File: src/sv/pewr_ram.sv
// Generic single-port-write, single-port-read RAM with a registered read.
// Depends on nothing else.
module pewr_ram #(
    parameter int WIDTH = 8,
    parameter int DEPTH = 16
) (
    input  logic                     clk,
    input  logic                     wr_en,
    input  logic [$clog2(DEPTH)-1:0] wr_addr,
    input  logic [WIDTH-1:0]         wr_data,
    input  logic                     rd_en,
    input  logic [$clog2(DEPTH)-1:0] rd_addr,
    output logic [WIDTH-1:0]         rd_data
);

    logic [WIDTH-1:0] mem [DEPTH];

    always_ff @(posedge clk)
    begin
        if (wr_en)
        begin
            mem[wr_addr] <= wr_data;
        end
        if (rd_en)
        begin
            rd_data <= mem[rd_addr];
        end
    end

endmodule

File: config.mk
export PLATFORM = sky130hd
export DESIGN_NAME = pewr_ram
export DESIGN_NICKNAME = d
export VERILOG_FILES = /design/src/sv/pewr_ram.sv
export SDC_FILE = /design/constraint.sdc
export NUM_CORES = 1
export LEC_CHECK = 0
export BUFFER_PORTS_ARGS = -buffer_cell sky130_fd_sc_hd__buf_2
export CORE_MARGIN = 3
export CORE_UTILIZATION = 65
export DETAILED_ROUTE_END_ITERATION = 16
export GPL_ROUTABILITY_DRIVEN = 0
export GPL_TIMING_DRIVEN = 0
export PLACE_DENSITY = 0.83
export SLEW_MARGIN = 10
export SYNTH_ARGS = -nofsm -noshare
export SYNTH_HDL_FRONTEND = slang
export SYNTH_SLANG_ARGS = --single-unit
File: constraint.sdc
create_clock -name clk -period 4.83 [get_ports clk]
set_input_delay 0.7245 -clock clk [delete_from_list [all_inputs] [get_ports clk]]
set_output_delay 0.7245 -clock clk [all_outputs]
set_load 0.01 [all_outputs]
==> impl_metrics.toml, run 1 <==
[synthesis]
synthCells = 229
muxShareOfSynthArea = 0.1479
synthSimpleGateAreaFrac = 0.03135
seq_area_frac_synth = 0.7812
synth_compound_area_frac = 0.02298
synthAdderAreaFrac = 0
syn_area_mm2 = 0.005228
synth-xor-area-share = 0
synth_cell_types = 18
yosysWarningCount = 0
synthesis.nets = 248
avgSynthCellArea_um2 = 22.83
synth_top_family_by_area = "multiplexers"
yosys_register_bits = 136

[setup_path]
required_ps = 4980
startpoint = "wr_addr[2]"
r2r_cells = 3
rrSetupSlack_ps = 3220
crit_path_max_fanout = 8
worstSetupStartpointType = "input port"
arrival_ps = 2030
path_class = "in -> reg"
r2r_start = "mem[5][2]"
critPathCaptureType = "flip-flop"
r2r-end = "rd_data[2]"
critPathCapture = "mem[2][1]"

[power_and_ir_drop]
p_per_area_mw_per_mm2 = 471.8
power_frac_seq = 0.461
vdd_drop_max_mv = 0.3638
p_sw_frac = 0.1992
p_int_mw = 2.327
p_leak_nw = 2.074
p_switching_mw = 0.5786
pwr-share-clk = 0.494
comb_power_share = 0.045

[sta]
whs_ps = 561.1
rsz0062_at_grt = "false"
finClkSkew_ps = 9.839
worstMarginPinSlew_ps = 1141
relSlewSlack = 0.2334
clock.fmax_ghz = 0.5331
setup_tns_ps = 0
fin_crit_sh = 0.3884
slew_violations = 0
final-setup-viol-count = 0
period_needed_ps = 1876
finalHoldViolCount = 0

[die]
dieArea_mm2 = 0.009155
die_x_um = 95.68
initial_core_util = 0.6730
core-area_mm2 = 0.007767
ios = 27
die_h_um = 95.68
rows = 32

[placed_design]
placement.cell_area_mm2 = 0.005480
hpwl_um = 6549
place.port_buffers = 25

[final_layout]
final_common_cell = "edfxtp_1"
most-common-layout-cells = "136 x edfxtp_1, 28 x buf_2, 18 x mux4_2"
antenna_cells = 0
fin_area_mm2 = 0.006157
area_delta_synth_final_pct = 17.78
post-route-util = 0.7927
final_layout_size_suffix_gt1_frac = 0.3077
final_net_count = 292

[clock_network]
path_clk_slew_ps = 60
clock_latency_ps = 520
cts.sinks = 136
cts_made_buffers = 17
clk_path_buf_depth = 2
htree_levels = 4
cts.repair.resized = 0
post_cts_buffers = 0
postCtsHoldBufs = 0
cts_tree = "done"
cts_root_buffer = "clkbuf_8"

[run_status]
status = "completed"

[global_routing]
grt_pass1_wl_um = 16620
grt_pass1_vias = 2636
grt_usage = 0.2755
grt_overflow_total = 0
antenna_found_initial = 0
grt_max_degree = 17

[routing]
viasPerCell = 6.729
drt_iter0_drc = 347
drtAntennaViolNets = 0
firstDrtPassIters = 6
drcViolationCount = 0
totalWireLength_um = 11240
wl_per_cell_um = 28.98
dr_total_vias = 2611

[run]
maxCapViolCount = 0

[min_path]
hold_path.class = "in -> reg"
holdCritStartpoint = "rd_en"
==> state kept, by name, indices dropped and copies added, names as in the netlist <==
name / cells
mem: 128
rd_data: 8
==> worst min-delay path by stage <==
stage	to	slack, ps	cells past startpoint
after floorplan	rd_data[0]	700	3
after global placement	rd_data[4]	740	3
after detailed placement	rd_data[5]	770	3
after CTS	rd_data[7]	550	1
after global routing	rd_data[7]	540	1
final	rd_data[5]	560	1
==> final cells by class <==
| class | instances | area (µm²) |
|---|---|---|
| timing repair buffer | 25 | 125.1 |
| tap | 102 | 127.6 |
| clock buffer | 17 | 414.1 |
| clock inverter | 15 | 247.7 |
| buffer | 10 | 86.33 |
| fill | 387 | 1610 |
| multi-input combinational | 83 | 1072 |
| sequential | 136 | 4084 |
==> synth_stat cells <==
cell type / number / area (µm²)
edfxtp_1: 136 / 4084
mux4_2: 18 / 405.4
a22oi_1: 16 / 120.1
mux4_1: 14 / 367.9
nor2_1: 13 / 48.80
nand2_1: 9 / 33.78
nor3_1: 4 / 20.02
buf_2: 3 / 15.01
buf_6: 3 / 33.78
clkdlybuf4s25_2: 3 / 30.03
nand2b_1: 2 / 12.51
nand3b_1: 2 / 15.01
and2_1: 1 / 6.260
and2b_1: 1 / 7.510
buf_4: 1 / 7.510
nand3_1: 1 / 5.000
nor2b_1: 1 / 6.260
or3b_2: 1 / 8.760
==> critical path, cell delays in order <==
cell,delay (ps)
buf_2,110
or3b_2,540
nor2_1,640
==> power groups by stage <==
stage	combinational, mW	clock (mW)	sequential [mW]
6_report	0.131	1.44	1.34
5_1_grt	0.140	1.49	1.34
4_1_cts	0.131	1.44	1.34
3_5_place_dp	0.126	0	1.36
3_3_place_gp	0.120	0	1.36
2_1_floorplan	0.0671	0	1.36
==> cells by family (layout without fill, tap and decap cells) <==
logic type             Yosys count  in the layout
muxes                           32             32
and+or+nand+nor                 35             35
DFF                            136            136
AOI/OAI and AO/OA               16             16
buffers and inverters           10             67
==> per-layer routing <==
layer  track usage  wire [µm]  vias up
li1              -          -     1066
met1        0.3834       4432     1354
met2        0.4157       5504      162
met3       0.08761        989       29
met4        0.1066        316        0
met5             0          0        -
==> through the flow <==
stage	setup slack, ps	power [mW]	instances
after global routing	2805	2.969	388
after CTS	2561	2.907	388
final	2954	2.905	388
after detailed placement	2033	1.488	356
after global placement	2088	1.478	356
after floorplan	2613	1.429	229
No activity file was read; power rests on OpenSTA's default activity.
==> inputs of run 2 (changes only) <==
--- a/config.mk
+++ b/config.mk
@@ -7,11 +7,11 @@
 export LEC_CHECK = 0
 export BUFFER_PORTS_ARGS = -buffer_cell sky130_fd_sc_hd__buf_2
 export CORE_MARGIN = 3
-export CORE_UTILIZATION = 65
+export CORE_UTILIZATION = 60
 export DETAILED_ROUTE_END_ITERATION = 16
 export GPL_ROUTABILITY_DRIVEN = 0
 export GPL_TIMING_DRIVEN = 0
-export PLACE_DENSITY = 0.83
+export PLACE_DENSITY = 0.77
 export SLEW_MARGIN = 10
 export SYNTH_ARGS = -nofsm -noshare
 export SYNTH_HDL_FRONTEND = slang
==> constraint.sdc (replaced) <==
create_clock -name clk -period 1.95 [get_ports clk]
set_input_delay 0.2925 -clock clk [delete_from_list [all_inputs] [get_ports clk]]
set_output_delay 0.2925 -clock clk [all_outputs]
set_load 0.01 [all_outputs]
==> impl_metrics.toml, run 2 (synthesis gave the netlist of run 1 again) <==
[run_status]
status = "completed"

[clock_network]
cts_root_buffer = "clkbuf_8"
cts_made_buffers = 17
cts.sinks = 136
cts.repair.resized = 0
cts_tree = "done"
htree_levels = 4
path_clk_slew_ps = 60
clock_latency_ps = 510
post_cts_buffers = 0
postCtsHoldBufs = 0
clk_path_buf_depth = 2

[placed_design]
numPlacedInstances = 359
hpwl_um = 6165
place.port_buffers = 25

[routing]
wl_per_cell_um = 26.05
drtAntennaViolNets = 0
firstDrtPassIters = 5
drt_iter0_drc = 333
drcViolationCount = 0
viasPerCell = 6.478
dr_total_vias = 2533
totalWireLength_um = 10190

[sta]
finClkSkew_ps = 8.315
final-setup-viol-count = 0
period_needed_ps = 1698
setup_tns_ps = 0
finalHoldViolCount = 0
fin_crit_sh = 0.8708
slew_violations = 0
worstMarginPinSlew_ps = 1141
relSlewSlack = 0.2335
rsz0062_at_grt = "false"
clock.fmax_ghz = 0.5889

[power_and_ir_drop]
power.total_mw = 6.844
p_leak_nw = 2.043
vdd_drop_max_mv = 0.9807
p_per_area_mw_per_mm2 = 1122

[global_routing]
top_usage_layer = "met1"
use_met1 = 0.3427
grt_usage = 0.2301
antenna_found_initial = 0
grt_pass1_wl_um = 15730
met3_usage = 0.05680
grt_pass1_vias = 2549
grt.met2_usage = 0.3404
grt_max_degree = 17
grt_overflow_total = 0

[final_layout]
regMostFlops = "mem"
reg.largest.list = "mem: 128 flops, rd_data: 8 flops"
finalNonFillerCells = 391
final_layout_size_suffix_gt1_frac = 0.3007
final_common_cell = "edfxtp_1"
final_net_count = 292
antenna_cells = 0
most-common-layout-cells = "136 x edfxtp_1, 28 x buf_2, 18 x mux4_2"
area_delta_synth_final_pct = 16.68
num-fill-cells = 470
largest_register_ffs = 128

[min_path]
hold_end = "rd_data[7]"
hold_depth = 1
holdCritStartpoint = "rd_en"
hold_path.class = "in -> reg"

[setup_path]
worstSetupStartpointType = "input port"
arrival_ps = 1830
cpLargestDelayFamily = "simple AND/OR/NAND/NOR gates"
rrSetupSlack_ps = 370
r2r_cells = 3
path_class = "in -> reg"
crit_buf_inv = 1
cp_cell_sequence = "buf_2 -> or3b_2 -> nor3_1"
startpoint = "wr_addr[2]"
slowest_delay_ps = 890
critPathCaptureType = "flip-flop"
r2r_start = "mem[5][0]"
required_ps = 2080
r2r-end = "rd_data[0]"
crit_path_max_fanout = 8
cp_slowest_cell = "nor3_1"

[die]
initial_core_util = 0.6268
die_h_um = 99.34
rows = 33
core-area_mm2 = 0.008341
dieArea_mm2 = 0.009868
ios = 27
die_x_um = 99.34

[run]
maxCapViolCount = 0
## run 2: worst max path at each step
stage / to / slack, ps / depth (start not counted)
global route: mem[0][0] / 140 / 3
finish: mem[0][0] / 250 / 3
detailed placement: mem[0][3] / -350 / 3
CTS: mem[0][0] / 260 / 3
global placement: mem[0][7] / -380 / 3
floorplan: mem[0][0] / 160 / 2
## run 2: final cells by class
type / count / area (µm²) / area share
plain buffers: 10 / 86.33 / 0.01415
well taps: 105 / 131.4 / 0.02154
repair buffers: 25 / 125.1 / 0.02051
clock inverters: 13 / 178.9 / 0.02933
clock buffers: 19 / 421.7 / 0.06913
multi-input cells: 83 / 1072 / 0.1758
flip-flops and latches: 136 / 4084 / 0.6695
## run 2: per-layer routing
layer | wire (µm) | vias up
met5 | 0 | -
met4 | 157 | 0
met3 | 701 | 14
met2 | 4954 | 127
met1 | 4373 | 1318
li1 | - | 1074
## run 2: power breakdown
group / total [mW] / switching, mW / internal [mW]
registers: 3.31 / 0.0156 / 3.30
clock network: 3.22 / 1.15 / 2.07
logic: 0.317 / 0.190 / 0.127
## run 2: per-stage QoR
| stage | setup WS (ps) | hold slack (ps) | util | cell area, µm² |
|---|---|---|---|---|
| finish | 251.9 | 130.5 | 0.7313 | 6100 |
| global route | 141.7 | 115.2 | 0.7313 | 6100 |
| CTS | 257.2 | 116.5 | 0.7295 | 6085 |
| detailed placement | -349.6 | 651.1 | 0.6575 | 5484 |
| global placement | -381.0 | 627.2 | 0.6575 | 5484 |
| floorplan | 164.6 | 391.4 | - | 5228 |
==> inputs of run 3 (changes only) <==
--- a/config.mk
+++ b/config.mk
@@ -7,11 +7,12 @@
 export LEC_CHECK = 0
 export BUFFER_PORTS_ARGS = -buffer_cell sky130_fd_sc_hd__buf_2
 export CORE_MARGIN = 3
-export CORE_UTILIZATION = 60
+export CORE_UTILIZATION = 63
+export CTS_BUF_LIST = sky130_fd_sc_hd__clkbuf_8
 export DETAILED_ROUTE_END_ITERATION = 16
 export GPL_ROUTABILITY_DRIVEN = 0
 export GPL_TIMING_DRIVEN = 0
-export PLACE_DENSITY = 0.77
+export PLACE_DENSITY = 0.81
 export SLEW_MARGIN = 10
 export SYNTH_ARGS = -nofsm -noshare
 export SYNTH_HDL_FRONTEND = slang
==> impl_metrics.toml, run 3 (synthesis gave the netlist of run 1 again) <==
[placed_design]
numPlacedInstances = 356
hpwl_um = 5900
placement.cell_area_mm2 = 0.005480
dp_slack_ps = -349.9
place.port_buffers = 25

[setup_path]
path_class = "in -> reg"
rrSetupSlack_ps = 420
arrival_ps = 1900
slowest_delay_ps = 960
crit_buf_inv = 1
crit_path_max_fanout = 8
critPathCaptureType = "flip-flop"
cp_cell_sequence = "buf_2 -> or3b_2 -> nor3_1"
cp_slowest_cell = "nor3_1"
required_ps = 1980
worstSetupStartpointType = "input port"
cpLargestDelayFamily = "simple AND/OR/NAND/NOR gates"

[die]
die_h_um = 97.09
ios = 27
core-area_mm2 = 0.007888
initial_core_util = 0.6628
die_x_um = 97.09
rows = 32
dieArea_mm2 = 0.009426

[run_status]
status = "completed"

[min_path]
hold_path.class = "in -> reg"

[power_and_ir_drop]
pwr-share-clk = 0.409
p_int_mw = 4.922
vdd_drop_max_mv = 0.7795
power_frac_seq = 0.540
p_switching_mw = 1.196
p_sw_frac = 0.1955
p_per_area_mw_per_mm2 = 1031
p_leak_nw = 1.978
power.total_mw = 6.118
comb_power_share = 0.050

[routing]
totalWireLength_um = 9301
dr_total_vias = 2443
drcViolationCount = 0
viasPerCell = 6.296
firstDrtPassIters = 5
wl_per_cell_um = 23.97
drt_iter0_drc = 284
drtAntennaViolNets = 0

[global_routing]
grt_pass1_wl_um = 14390
antenna_found_initial = 0
grt_max_degree = 17
grt_overflow_total = 0
grt_pass1_vias = 2435
grt_usage = 0.2174

[sta]
worstMarginPinSlew_ps = 1238
setup_ws_ps = 80.85
finalHoldViolCount = 0
slew_violations = 0
rsz0062_at_grt = "false"
period_needed_ps = 1869
relSlewSlack = 0.1680
clock.fmax_ghz = 0.5350
fin_crit_sh = 0.9585
finClkSkew_ps = 11.34
final-setup-viol-count = 0

[final_layout]
antenna_cells = 0
largest_register_ffs = 128
regMostFlops = "mem"
fin_area_mm2 = 0.005933
num-fill-cells = 413
finalNonFillerCells = 388
reg.largest.list = "mem: 128 flops, rd_data: 8 flops"
multi_input_area_mm2 = 0.001067
final_common_cell = "edfxtp_1"
most-common-layout-cells = "136 x edfxtp_1, 28 x buf_2, 18 x mux4_2"
post-route-util = 0.7522
area_delta_synth_final_pct = 13.50
seqCellArea_mm2 = 0.004084
final_layout_size_suffix_gt1_frac = 0.2972
final_net_count = 292

[clock_network]
postCtsHoldBufs = 0
cts_tree = "done"
htree_levels = 4
cts_made_buffers = 17
clock_latency_ps = 420
path_clk_slew_ps = 80
post_cts_buffers = 0
cts_root_buffer = "clkbuf_8"
cts.repair.resized = 0
clk_path_buf_depth = 2
cts.sinks = 136

[run]
maxCapViolCount = 0
-- run 3: layout make-up --
class                   count  share of cell area
well taps                 102             0.02151
repair buffers             25             0.02109
flip-flops and latches    136              0.6883
multi-input cells          83              0.1799
plain buffers              10             0.01455
clock buffers              17             0.03943
clock inverters            15             0.03522
-- run 3: routing by layer --
metal | vias up | wire, µm | GRT usage
li1 | 1070 | - | -
met3 | 13 | 663 | 0.06461
met4 | 0 | 152 | 0.09287
met5 | - | 0 | 0
met2 | 111 | 4491 | 0.3073
met1 | 1249 | 3994 | 0.3234
-- run 3: worst paths after layout --
kind,from,end,cells after the start
min reg2reg,mem[11][5],rd_data[5],3
max reg2reg,mem[5][2],rd_data[2],3
min,rd_en,rd_data[6],1
max,wr_addr[2],mem[0][5],3
-- run 3: through the flow --
stage	hold WS [ps]	TNS, ps
2_1_floorplan	391.4	0
3_3_place_gp	630.9	-3657
3_5_place_dp	648.5	-3739
4_1_cts	194.2	0
5_1_grt	186.5	0
6_report	212.8	0
-- run 3: power by group through the flow --
stage,clock network (mW),logic [mW],registers (mW)
after floorplan,0,0.166,3.37
after global placement,0,0.297,3.36
after detailed placement,0,0.308,3.37
after CTS,2.54,0.310,3.31
after global routing,2.68,0.334,3.31
final,2.50,0.309,3.31
