==> src/sv/pewr_pkg.sv <==
// Shared types, constants and tables for the pose error window RMSE block.
// Used by every module of the block but pewr_ram; depends on nothing else.
package pewr_pkg;

    localparam int WINDOW_MAX     = 128;
    localparam int SLOT_W         = $clog2(WINDOW_MAX);
    localparam int FILL_W         = SLOT_W + 1;
    localparam int WARMUP_SAMPLES = 10;
    localparam int WINDOW_RESET   = 100;

    localparam int PI_Q13         = 25736;
    localparam int TWO_PI_Q13     = 51472;
    localparam int HALF_PI_Q16    = 102944;
    localparam int POS_ERR_LIMIT  = 8388607;
    localparam int CORDIC_STEPS   = 17;
    localparam int NORM_LIMIT     = 1 << 30;
    localparam int RATIO_NUM      = 100000;
    localparam int RATIO_DEN      = 99999;

    localparam int IN_DATA_W      = 128;
    localparam int OUT_DATA_W     = 88;
    localparam int CFG_W          = 8;

    localparam int OPND_W         = 35;
    localparam int CORD_W         = 38;
    localparam int ANGLE_W        = 20;
    localparam int MUL_A_W        = 35;
    localparam int MUL_B_W        = 25;
    localparam int MUL_P_W        = MUL_A_W + MUL_B_W;

    localparam int SUM_W          = 54;
    localparam int ROOT_W         = 27;
    localparam int DIV_STEPS      = SUM_W;
    localparam int SQRT_STEPS     = SUM_W / 2;
    localparam int RING_W         = 46 + 46 + 30 + 47;

    typedef enum logic [3:0] {
        ST_IDLE,
        ST_QMUL,
        ST_QSUM,
        ST_CMP,
        ST_SEL,
        ST_CSTART,
        ST_CWAIT,
        ST_YAW,
        ST_ERR,
        ST_SQ,
        ST_RD,
        ST_PUSH,
        ST_DSTART,
        ST_DWAIT,
        ST_OUT
    } top_state_t;

    typedef enum logic [1:0] {
        CS_IDLE,
        CS_NORM,
        CS_ITER,
        CS_DONE
    } cordic_state_t;

    typedef enum logic [1:0] {
        DS_IDLE,
        DS_DIV,
        DS_SQRT,
        DS_DONE
    } divsqrt_state_t;

    function automatic logic [ANGLE_W-1:0] atan_step(input logic [4:0] idx);
        logic [ANGLE_W-1:0] r;
        case (idx)
            5'd0:    r = 20'd51472;
            5'd1:    r = 20'd30385;
            5'd2:    r = 20'd16055;
            5'd3:    r = 20'd8150;
            5'd4:    r = 20'd4091;
            5'd5:    r = 20'd2047;
            5'd6:    r = 20'd1024;
            5'd7:    r = 20'd512;
            5'd8:    r = 20'd256;
            5'd9:    r = 20'd128;
            5'd10:   r = 20'd64;
            5'd11:   r = 20'd32;
            5'd12:   r = 20'd16;
            5'd13:   r = 20'd8;
            5'd14:   r = 20'd4;
            5'd15:   r = 20'd2;
            5'd16:   r = 20'd1;
            default: r = 20'd0;
        endcase
        return r;
    endfunction

endpackage

==> src/sv/pewr_divsqrt.sv <==
// Iterative unit: restoring division of a sum by the fill count, then a
// bit-pair integer square root of the quotient. Depends on pewr_pkg.
module pewr_divsqrt (
    input  logic                        clk,
    input  logic                        rst_n,
    input  logic                        start,
    input  logic [pewr_pkg::SUM_W-1:0]  num,
    input  logic [pewr_pkg::FILL_W-1:0] den,
    output logic                        done,
    output logic [pewr_pkg::ROOT_W-1:0] root
);
    import pewr_pkg::*;

    divsqrt_state_t    state_reg, state_next;
    logic [SUM_W-1:0]  val_reg;
    logic [FILL_W-1:0] rem_reg, den_reg;
    logic [SUM_W:0]    root_reg;
    logic [SUM_W-1:0]  bit_reg;
    logic [5:0]        cnt_reg;
    logic [FILL_W:0]   rs;
    logic              ge;
    logic [SUM_W:0]    trial;
    logic              fits;

    assign rs    = {rem_reg, val_reg[SUM_W-1]};
    assign ge    = rs >= {1'b0, den_reg};
    assign trial = root_reg + {1'b0, bit_reg};
    assign fits  = {1'b0, val_reg} >= trial;
    assign root  = root_reg[ROOT_W-1:0];

    always_comb
    begin
        state_next = state_reg;
        case (state_reg)
            DS_IDLE:
            begin
                if (start)
                begin
                    state_next = DS_DIV;
                end
            end
            DS_DIV:
            begin
                if (cnt_reg == 6'(DIV_STEPS - 1))
                begin
                    state_next = DS_SQRT;
                end
            end
            DS_SQRT:
            begin
                if (cnt_reg == 6'(SQRT_STEPS - 1))
                begin
                    state_next = DS_DONE;
                end
            end
            DS_DONE:
            begin
                state_next = DS_IDLE;
            end
            default:
            begin
                state_next = DS_IDLE;
            end
        endcase
    end

    always_comb
    begin
        done = (state_reg == DS_DONE);
    end

    always_ff @(posedge clk or negedge rst_n)
    begin
        if (!rst_n)
        begin
            state_reg <= DS_IDLE;
        end
        else
        begin
            state_reg <= state_next;
        end
    end

    always_ff @(posedge clk)
    begin
        case (state_reg)
            DS_IDLE:
            begin
                val_reg <= num;
                rem_reg <= '0;
                den_reg <= (den == '0) ? FILL_W'(1) : den;
                cnt_reg <= '0;
            end
            DS_DIV:
            begin
                rem_reg <= ge ? FILL_W'(rs - {1'b0, den_reg}) : rs[FILL_W-1:0];
                val_reg <= {val_reg[SUM_W-2:0], ge};
                if (cnt_reg == 6'(DIV_STEPS - 1))
                begin
                    cnt_reg  <= '0;
                    root_reg <= '0;
                    bit_reg  <= SUM_W'(1) << (SUM_W - 2);
                end
                else
                begin
                    cnt_reg <= cnt_reg + 6'd1;
                end
            end
            DS_SQRT:
            begin
                cnt_reg <= cnt_reg + 6'd1;
                bit_reg <= bit_reg >> 2;
                if (fits)
                begin
                    val_reg  <= val_reg - trial[SUM_W-1:0];
                    root_reg <= (root_reg >> 1) + {1'b0, bit_reg};
                end
                else
                begin
                    root_reg <= root_reg >> 1;
                end
            end
            default:
            begin
                cnt_reg <= cnt_reg;
            end
        endcase
    end

endmodule

==> config.mk <==
export PLATFORM = sky130hd
export DESIGN_NAME = pewr_divsqrt
export DESIGN_NICKNAME = d
export VERILOG_FILES = /design/src/sv/pewr_pkg.sv /design/src/sv/pewr_divsqrt.sv
export SDC_FILE = /design/constraint.sdc
export NUM_CORES = 1
export LEC_CHECK = 0
export ABC_AREA = 1
export BUFFER_PORTS_ARGS = -buffer_cell sky130_fd_sc_hd__buf_4
export CAP_MARGIN = 25
export CORE_UTILIZATION = 69
export CTS_CLUSTER_DIAMETER = 50
export DETAILED_ROUTE_END_ITERATION = 6
export PLACE_DENSITY = 0.95
export SLEW_MARGIN = 20
export SYNTH_ARGS = -nofsm -noshare
export SYNTH_HDL_FRONTEND = slang
export SYNTH_SLANG_ARGS = --single-unit
==> constraint.sdc <==
create_clock -name clk -period 10.95 [get_ports clk]
set_clock_uncertainty 0.2 [all_clocks]
set_input_delay 2.19 -clock clk [delete_from_list [all_inputs] [get_ports clk]]
set_output_delay 2.19 -clock clk [all_outputs]
set_load 0.01 [all_outputs]
==> results.json, run 1 <==
{
  "clock_path_buffers": 2,
  "syn_area_mm2": 0.01750,
  "cts_tree": "done",
  "io_buffers": 92,
  "slew_headroom": 0.2790,
  "wire_per_inst_um": 19.92,
  "crit_slowest_cell": "nand2_4",
  "cp_cell_sequence": "ha_1 > nand2_1 > nor2_1 > nand2_1 > nand3_1 > a21oi_1 > o21ai_0 > a21oi_1 > o21ai_0 > xnor2_1 > ha_1 > nand2_1 > nor2_1 > inv_1 > nor2_1 > nand2_1 > nor2_1 > nand2_1 > nand3_1 > nand3_4 > nand2_4 > o21ai_1 > inv_2 > buf_4",
  "grt_max_degree": 87,
  "crit_type": "flip-flop to flip-flop",
  "cts_setup_buffers": 0,
  "grt_pass1_wl_um": 94300,
  "multi_input_area_mm2": 0.01089,
  "clock_sinks": 160,
  "worstMarginPinSlew_ns": 1.081,
  "violations": "design-rule violations",
  "slew_viol_final": 0,
  "ff2ff_setup_slack_ns": 4.07,
  "cts_root_buf": "clkbuf_16",
  "yosysTopAreaCell": "edfxtp_1",
  "synth_top_area_share": 0.2711,
  "die_h_um": 161.3,
  "netlist_instances": 2681,
  "fp.dieW_um": 161.3,
  "final_common_cell": "nand2_1",
  "antenna_cells": 0,
  "max_freq_mhz": 145.4,
  "tns_ns": 0,
  "timing.rr.end": "val_reg[38]$_DFFE_PP_",
  "async_flop_share": 0.01250,
  "ys_types": 48,
  "layout_common_cells": "nand2_1, inv_1, nor2_1",
  "cts_resized": 0,
  "synth.avg_cell_area_um2": 6.527,
  "ys_seq_elements": 160,
  "dp_hpwl_um": 46270,
  "period_needed_ns": 6.879,
  "gp_congestion": 1.117,
  "status": "finished with violations",
  "antenna_found_initial": 1,
  "r2r_start": "root_reg[4]$_SDFFCE_PN0P_",
  "clock_latency_ns": 0.46,
  "cpPeakStageDelay_ns": 0.70,
  "largest_reg_flops": 55,
  "ys.flop_type": "edfxtp_1",
  "cp-start-kind": "flip-flop",
  "start_util": 0.7112,
  "grt_use_total": 0.4636,
  "critPathMaxFanout": 57,
  "ant_nets": 0,
  "htreeDepth": 4,
  "overflow": 0,
  "crit_path_end_kind": "flip-flop",
  "required_ns": 10.83,
  "finalCritPeriodShare": 0.6282,
  "numCtsBuffers": 17,
  "ff_latch_area_mm2": 0.004795,
  "ys_warn_count": 0,
  "synth_area_leaders": "edfxtp_1, nand2_1, ha_1",
  "rows": 57,
  "cpMostUsedCell": "nand2_1",
  "drc": 4,
  "wirelength_um": 60700,
  "num_io_pins": 93,
  "maxCapViolations": 0,
  "die_area_mm2": 0.02600,
  "hold_class": "flip-flop to flip-flop",
  "whs_endpoint": "bit_reg[16]$_SDFFCE_PN0P_",
  "fill_cells": 1936,
  "grt_pass1_vias": 18740,
  "nets": 2903,
  "synth_nets": 2874,
  "critPathTopFamily": "simple AND/OR/NAND/NOR gates",
  "synth_edf_count": 158,
  "rsz0062_at_grt": "false",
  "cp.arrival_ns": 6.76,
  "ys_seq_area_frac": 0.2740,
  "clkSlewWorstSetupHoldPaths_ns": 0.08,
  "hold_viol_final": 0,
  "holdPathStages": 2,
  "drive_gt1_frac": 0.06133,
  "r2r_cells": 24,
  "vias": 19618,
  "first_pass_iters": 7,
  "core_mm2": 0.02460,
  "area_growth_pct": 7.329,
  "hp-start": "bit_reg[18]$_SDFFCE_PN0P_",
  "vias_per_cell": 6.438,
  "ctsHoldBuffers": 0,
  "drt_iter0_drc": 3036,
  "cp_num_buf_inv": 3,
  "final-setup-viol-count": 0
}
cell usage after synthesis (all sizes together) (2+ instances only):
| master | n |
|---|---|
| o211ai | 2 |
| or2 | 8 |
| clkbuf | 42 |
| nor4 | 10 |
| a21boi | 2 |
| xor2 | 56 |
| a21oi | 304 |
| a21o | 11 |
| a211oi | 4 |
| and2 | 3 |
| fa | 2 |
| buf | 49 |
| a31oi | 15 |
| dfrtp | 2 |
| nand3 | 194 |
| o21a | 2 |
| edfxtp | 158 |
| and3 | 3 |
| nand2 | 641 |
| nor3 | 24 |
| inv | 354 |
| ha | 126 |
| nor2 | 343 |
| nand3b | 8 |
| o21ai | 198 |
| o21bai | 26 |
| xnor2 | 47 |
| o31ai | 2 |
| nand4 | 38 |
worst max-delay path by stage:
stage	from	end	slack, ns	cells after the start
CTS	root_reg[4]$_SDFFCE_PN0P_	val_reg[38]$_DFFE_PP_	4.28	24
global route	root_reg[10]$_SDFFCE_PN0P_	val_reg[32]$_DFFE_PP_	3.82	25
global placement	root_reg[6]$_SDFFCE_PN0P_	val_reg[45]$_DFFE_PP_	4.48	24
finish	root_reg[4]$_SDFFCE_PN0P_	val_reg[38]$_DFFE_PP_	4.07	24
detailed placement	root_reg[4]$_SDFFCE_PN0P_	val_reg[46]$_DFFE_PP_	4.30	24
floorplan	state_reg[0]$_DFFE_PN0P_	bit_reg[0]$_SDFFCE_PN0P_	5.07	6
per-stage QoR:
stage                     std cells  utilization  setup slack [ns]  hold slack [ns]  instance area [um^2]
final                          3047       0.7633             4.071           0.3865                 18780
after floorplan                2681            -             5.073           0.3253                 17500
after detailed placement       3014       0.7384             4.300           0.3734                 18170
after CTS                      3046       0.7622             4.283           0.3860                 18750
after global routing           3047       0.7633             3.822           0.4078                 18780
after global placement         3014       0.7384             4.479           0.3492                 18170
layer usage:
metal | vias to the layer above | part of all wire | wire length [um] | GRT usage
li1 | 8968 | - | - | -
met5 | - | 0.00016 | 10 | 0
met4 | 2 | 0.078 | 4723 | 0.3135
met2 | 1566 | 0.44 | 26740 | 0.7461
met1 | 8715 | 0.36 | 21660 | 0.5711
met3 | 367 | 0.12 | 7576 | 0.07858
worst min-delay path, stage by stage, from the launching register on:
cell      delay [ns]
edfxtp_1        0.38
nand2_1         0.06
inv_1           0.05
area by class of cell:
cell class	instances	area share
inverter	354	0.07075
multi-input combinational	2076	0.5797
clock inverter	15	0.008594
clock buffer	17	0.02265
timing repair buffer	101	0.04144
sequential	160	0.2553
tap	324	0.02158
cells by family after synthesis:
group	count (synthesis)	synth area share
AND/OR/NAND/NOR	1274	0.3029
XOR/XNOR	103	0.05155
flip-flops	160	0.2740
buffers and inverters	445	0.1049
adder cells (fa/ha/maj)	128	0.09238
AO/OA/AOI/OAI	571	0.1742
Power of run 1 is left out: the tool's default activity adds up to more than one toggle a clock period on the data nets, which glitch-free logic cannot reach.
==> run 2: changes to the inputs <==
--- a/config.mk
+++ b/config.mk
@@ -8,10 +8,10 @@
 export ABC_AREA = 1
 export BUFFER_PORTS_ARGS = -buffer_cell sky130_fd_sc_hd__buf_4
 export CAP_MARGIN = 25
-export CORE_UTILIZATION = 69
+export CORE_UTILIZATION = 58
 export CTS_CLUSTER_DIAMETER = 50
 export DETAILED_ROUTE_END_ITERATION = 6
-export PLACE_DENSITY = 0.95
+export PLACE_DENSITY = 0.86
 export SLEW_MARGIN = 20
 export SYNTH_ARGS = -nofsm -noshare
 export SYNTH_HDL_FRONTEND = slang
==> constraint.sdc (replaced) <==
create_clock -name clk -period 6.2 [get_ports clk]
set_clock_uncertainty 0.2 [all_clocks]
set_input_delay 1.24 -clock clk [delete_from_list [all_inputs] [get_ports clk]]
set_output_delay 1.24 -clock clk [all_outputs]
set_load 0.01 [all_outputs]
==> run 2 against run 1 <==
Net effect:
- worst hold slack worse by 0.032 ns
- fmax is 19% higher
- flip-flop and latch count stayed put
- sequential share of layout area is 0.23 points lower
- die area is 19% higher
- global-route usage is 5.6 points lower
- via count is 2.7% lower
- the flow still finishes with violations (design-rule violations)
- highest routed layer is now met4
- critical path depth is 1 higher
- first-iteration DRC count is 26% lower
- routed wire length is 4.6% higher
- register-to-register slack worse by 3.7 ns
- clock-buffer cell count stayed put
==> results.json, run 2 (synthesis gave the netlist of run 1 again) <==
{
  "cts_tree": "done",
  "overflow": 0,
  "area_growth_pct": 8.323,
  "dp_hpwl_um": 50300,
  "crit_type": "flip-flop to flip-flop",
  "antenna_found_initial": 1,
  "first_pass_iters": 7,
  "grt_max_degree": 86,
  "clock_latency_ns": 0.46,
  "rsz0062_at_grt": "false",
  "crit_path_end_kind": "flip-flop",
  "final_common_cell": "nand2_1",
  "wirelength_um": 63480,
  "fp.dieW_um": 175.7,
  "drc": 1,
  "clock_sinks": 160,
  "r2r_start": "root_reg[18]$_SDFFCE_PN0P_",
  "largest_reg_flops": 55,
  "grt_pass1_vias": 18202,
  "vias": 19093,
  "cts_resized": 0,
  "ctsHoldBuffers": 0,
  "slew_headroom": 0.2703,
  "core_mm2": 0.02964,
  "die_area_mm2": 0.03087,
  "htreeDepth": 4,
  "cts_setup_buffers": 0,
  "max_freq_mhz": 173.0,
  "cp-start-kind": "flip-flop",
  "cp.arrival_ns": 5.90,
  "numCtsBuffers": 17,
  "nets": 2913,
  "crit_start": "root_reg[18]$_SDFFCE_PN0P_",
  "num_io_pins": 93,
  "drt_iter0_drc": 2247,
  "start_util": 0.5904,
  "violations": "design-rule violations",
  "clock_path_buffers": 2,
  "ant_nets": 0,
  "drive_gt1_frac": 0.06476,
  "die_h_um": 175.7,
  "final-setup-viol-count": 0,
  "vias_per_cell": 6.112,
  "status": "finished with violations",
  "io_buffers": 92,
  "grt_use_total": 0.4075,
  "required_ns": 6.32,
  "hold_class": "primary input to asynchronous set/reset pin",
  "slew_viol_final": 0,
  "gp_congestion": 1.006,
  "finalCritPeriodShare": 0.9324,
  "period_needed_ns": 5.781,
  "rows": 63,
  "grt_pass1_wl_um": 95990,
  "clkSlewWorstSetupHoldPaths_ns": 0.07,
  "maxCapViolations": 0,
  "worstMarginPinSlew_ns": 1.095,
  "wire_per_inst_um": 20.32,
  "tns_ns": 0,
  "critPathMaxFanout": 28,
  "hold_viol_final": 0,
  "layout_common_cells": "nand2_1, inv_1, nor2_1",
  "cts_root_buf": "clkbuf_16"
}
==> run 2: cell count changes in the layout (fill, tap and decap cells not counted), sizes merged <==
| cell | change |
|---|---|
| buf | +10 |
| inv | -4 |
| clkinvlp | +3 |
| bufinv | +2 |
| clkinv | -1 |
| diode | +1 |
==> run 2: worst paths after layout <==
check | to | slack [ns] | depth (start not counted)
setup / recovery | root_reg[10]$_SDFFCE_PN0P_ | 0.42 | 25
max in group asynchronous | state_reg[0]$_DFFE_PN0P_ | 5.36 | 1
min in group clk | state_reg[1]$_DFFE_PN0P_ | 0.39 | 2
setup reg to reg | root_reg[10]$_SDFFCE_PN0P_ | 0.42 | 25
hold reg to reg | state_reg[1]$_DFFE_PN0P_ | 0.39 | 2
hold / removal | state_reg[1]$_DFFE_PN0P_ | 0.35 | 1
==> run 2: layout make-up <==
| cell class | count | area (um^2) |
|---|---|---|
| antenna | 1 | 2.502 |
| clock buffer | 17 | 425.4 |
| clock inverter | 15 | 157.7 |
| fill | 2782 | 10680 |
| inverter | 354 | 1329 |
| multi-input combinational | 2076 | 10890 |
| sequential | 160 | 4795 |
| tap | 390 | 488.0 |
| timing repair buffer | 111 | 870.8 |
==> run 2: critical path, stage by stage (launching register included) <==
cell,delay [ns]
edfxtp_1,0.52
ha_1,0.43
nand2_1,0.10
nor2_1,0.21
nand4_1,0.14
or2_2,0.32
nand3_1,0.22
a21boi_0,0.23
o21ai_0,0.49
nand3_1,0.22
nand3b_1,0.13
nand2_1,0.11
ha_1,0.37
nand2_1,0.13
nor2_1,0.06
nand2_1,0.06
inv_1,0.08
nand2_1,0.10
inv_1,0.05
nand2_1,0.06
nand3_1,0.25
nand3_4,0.18
nand2_4,0.09
nor2_4,0.64
nand2_1,0.13
nand2_1,0.09
==> run 2: layer usage <==
layer	part of all wire	up-vias	global-route usage
li1	-	8964	-
met4	0.056	0	0.2319
met5	0	-	0
met2	0.47	1183	0.6886
met1	0.38	8739	0.4977
met3	0.091	207	0.05563
==> run 2: metrics by stage <==
| stage | hold WS [ns] | area (um^2) | utilization | instances | setup slack, ns |
|---|---|---|---|---|---|
| 2_1_floorplan | 0.3253 | 17500 | - | 2681 | 0.3233 |
| 3_3_place_gp | 0.3589 | 18370 | 0.6198 | 3091 | 0.7479 |
| 3_5_place_dp | 0.3679 | 18370 | 0.6198 | 3091 | 0.5956 |
| 4_1_cts | 0.3470 | 18950 | 0.6395 | 3123 | 0.5947 |
| 5_1_grt | 0.3458 | 18950 | 0.6395 | 3123 | 0.08127 |
| 6_report | 0.3543 | 18960 | 0.6396 | 3124 | 0.4194 |
Power of run 2 is left out for the same reason.
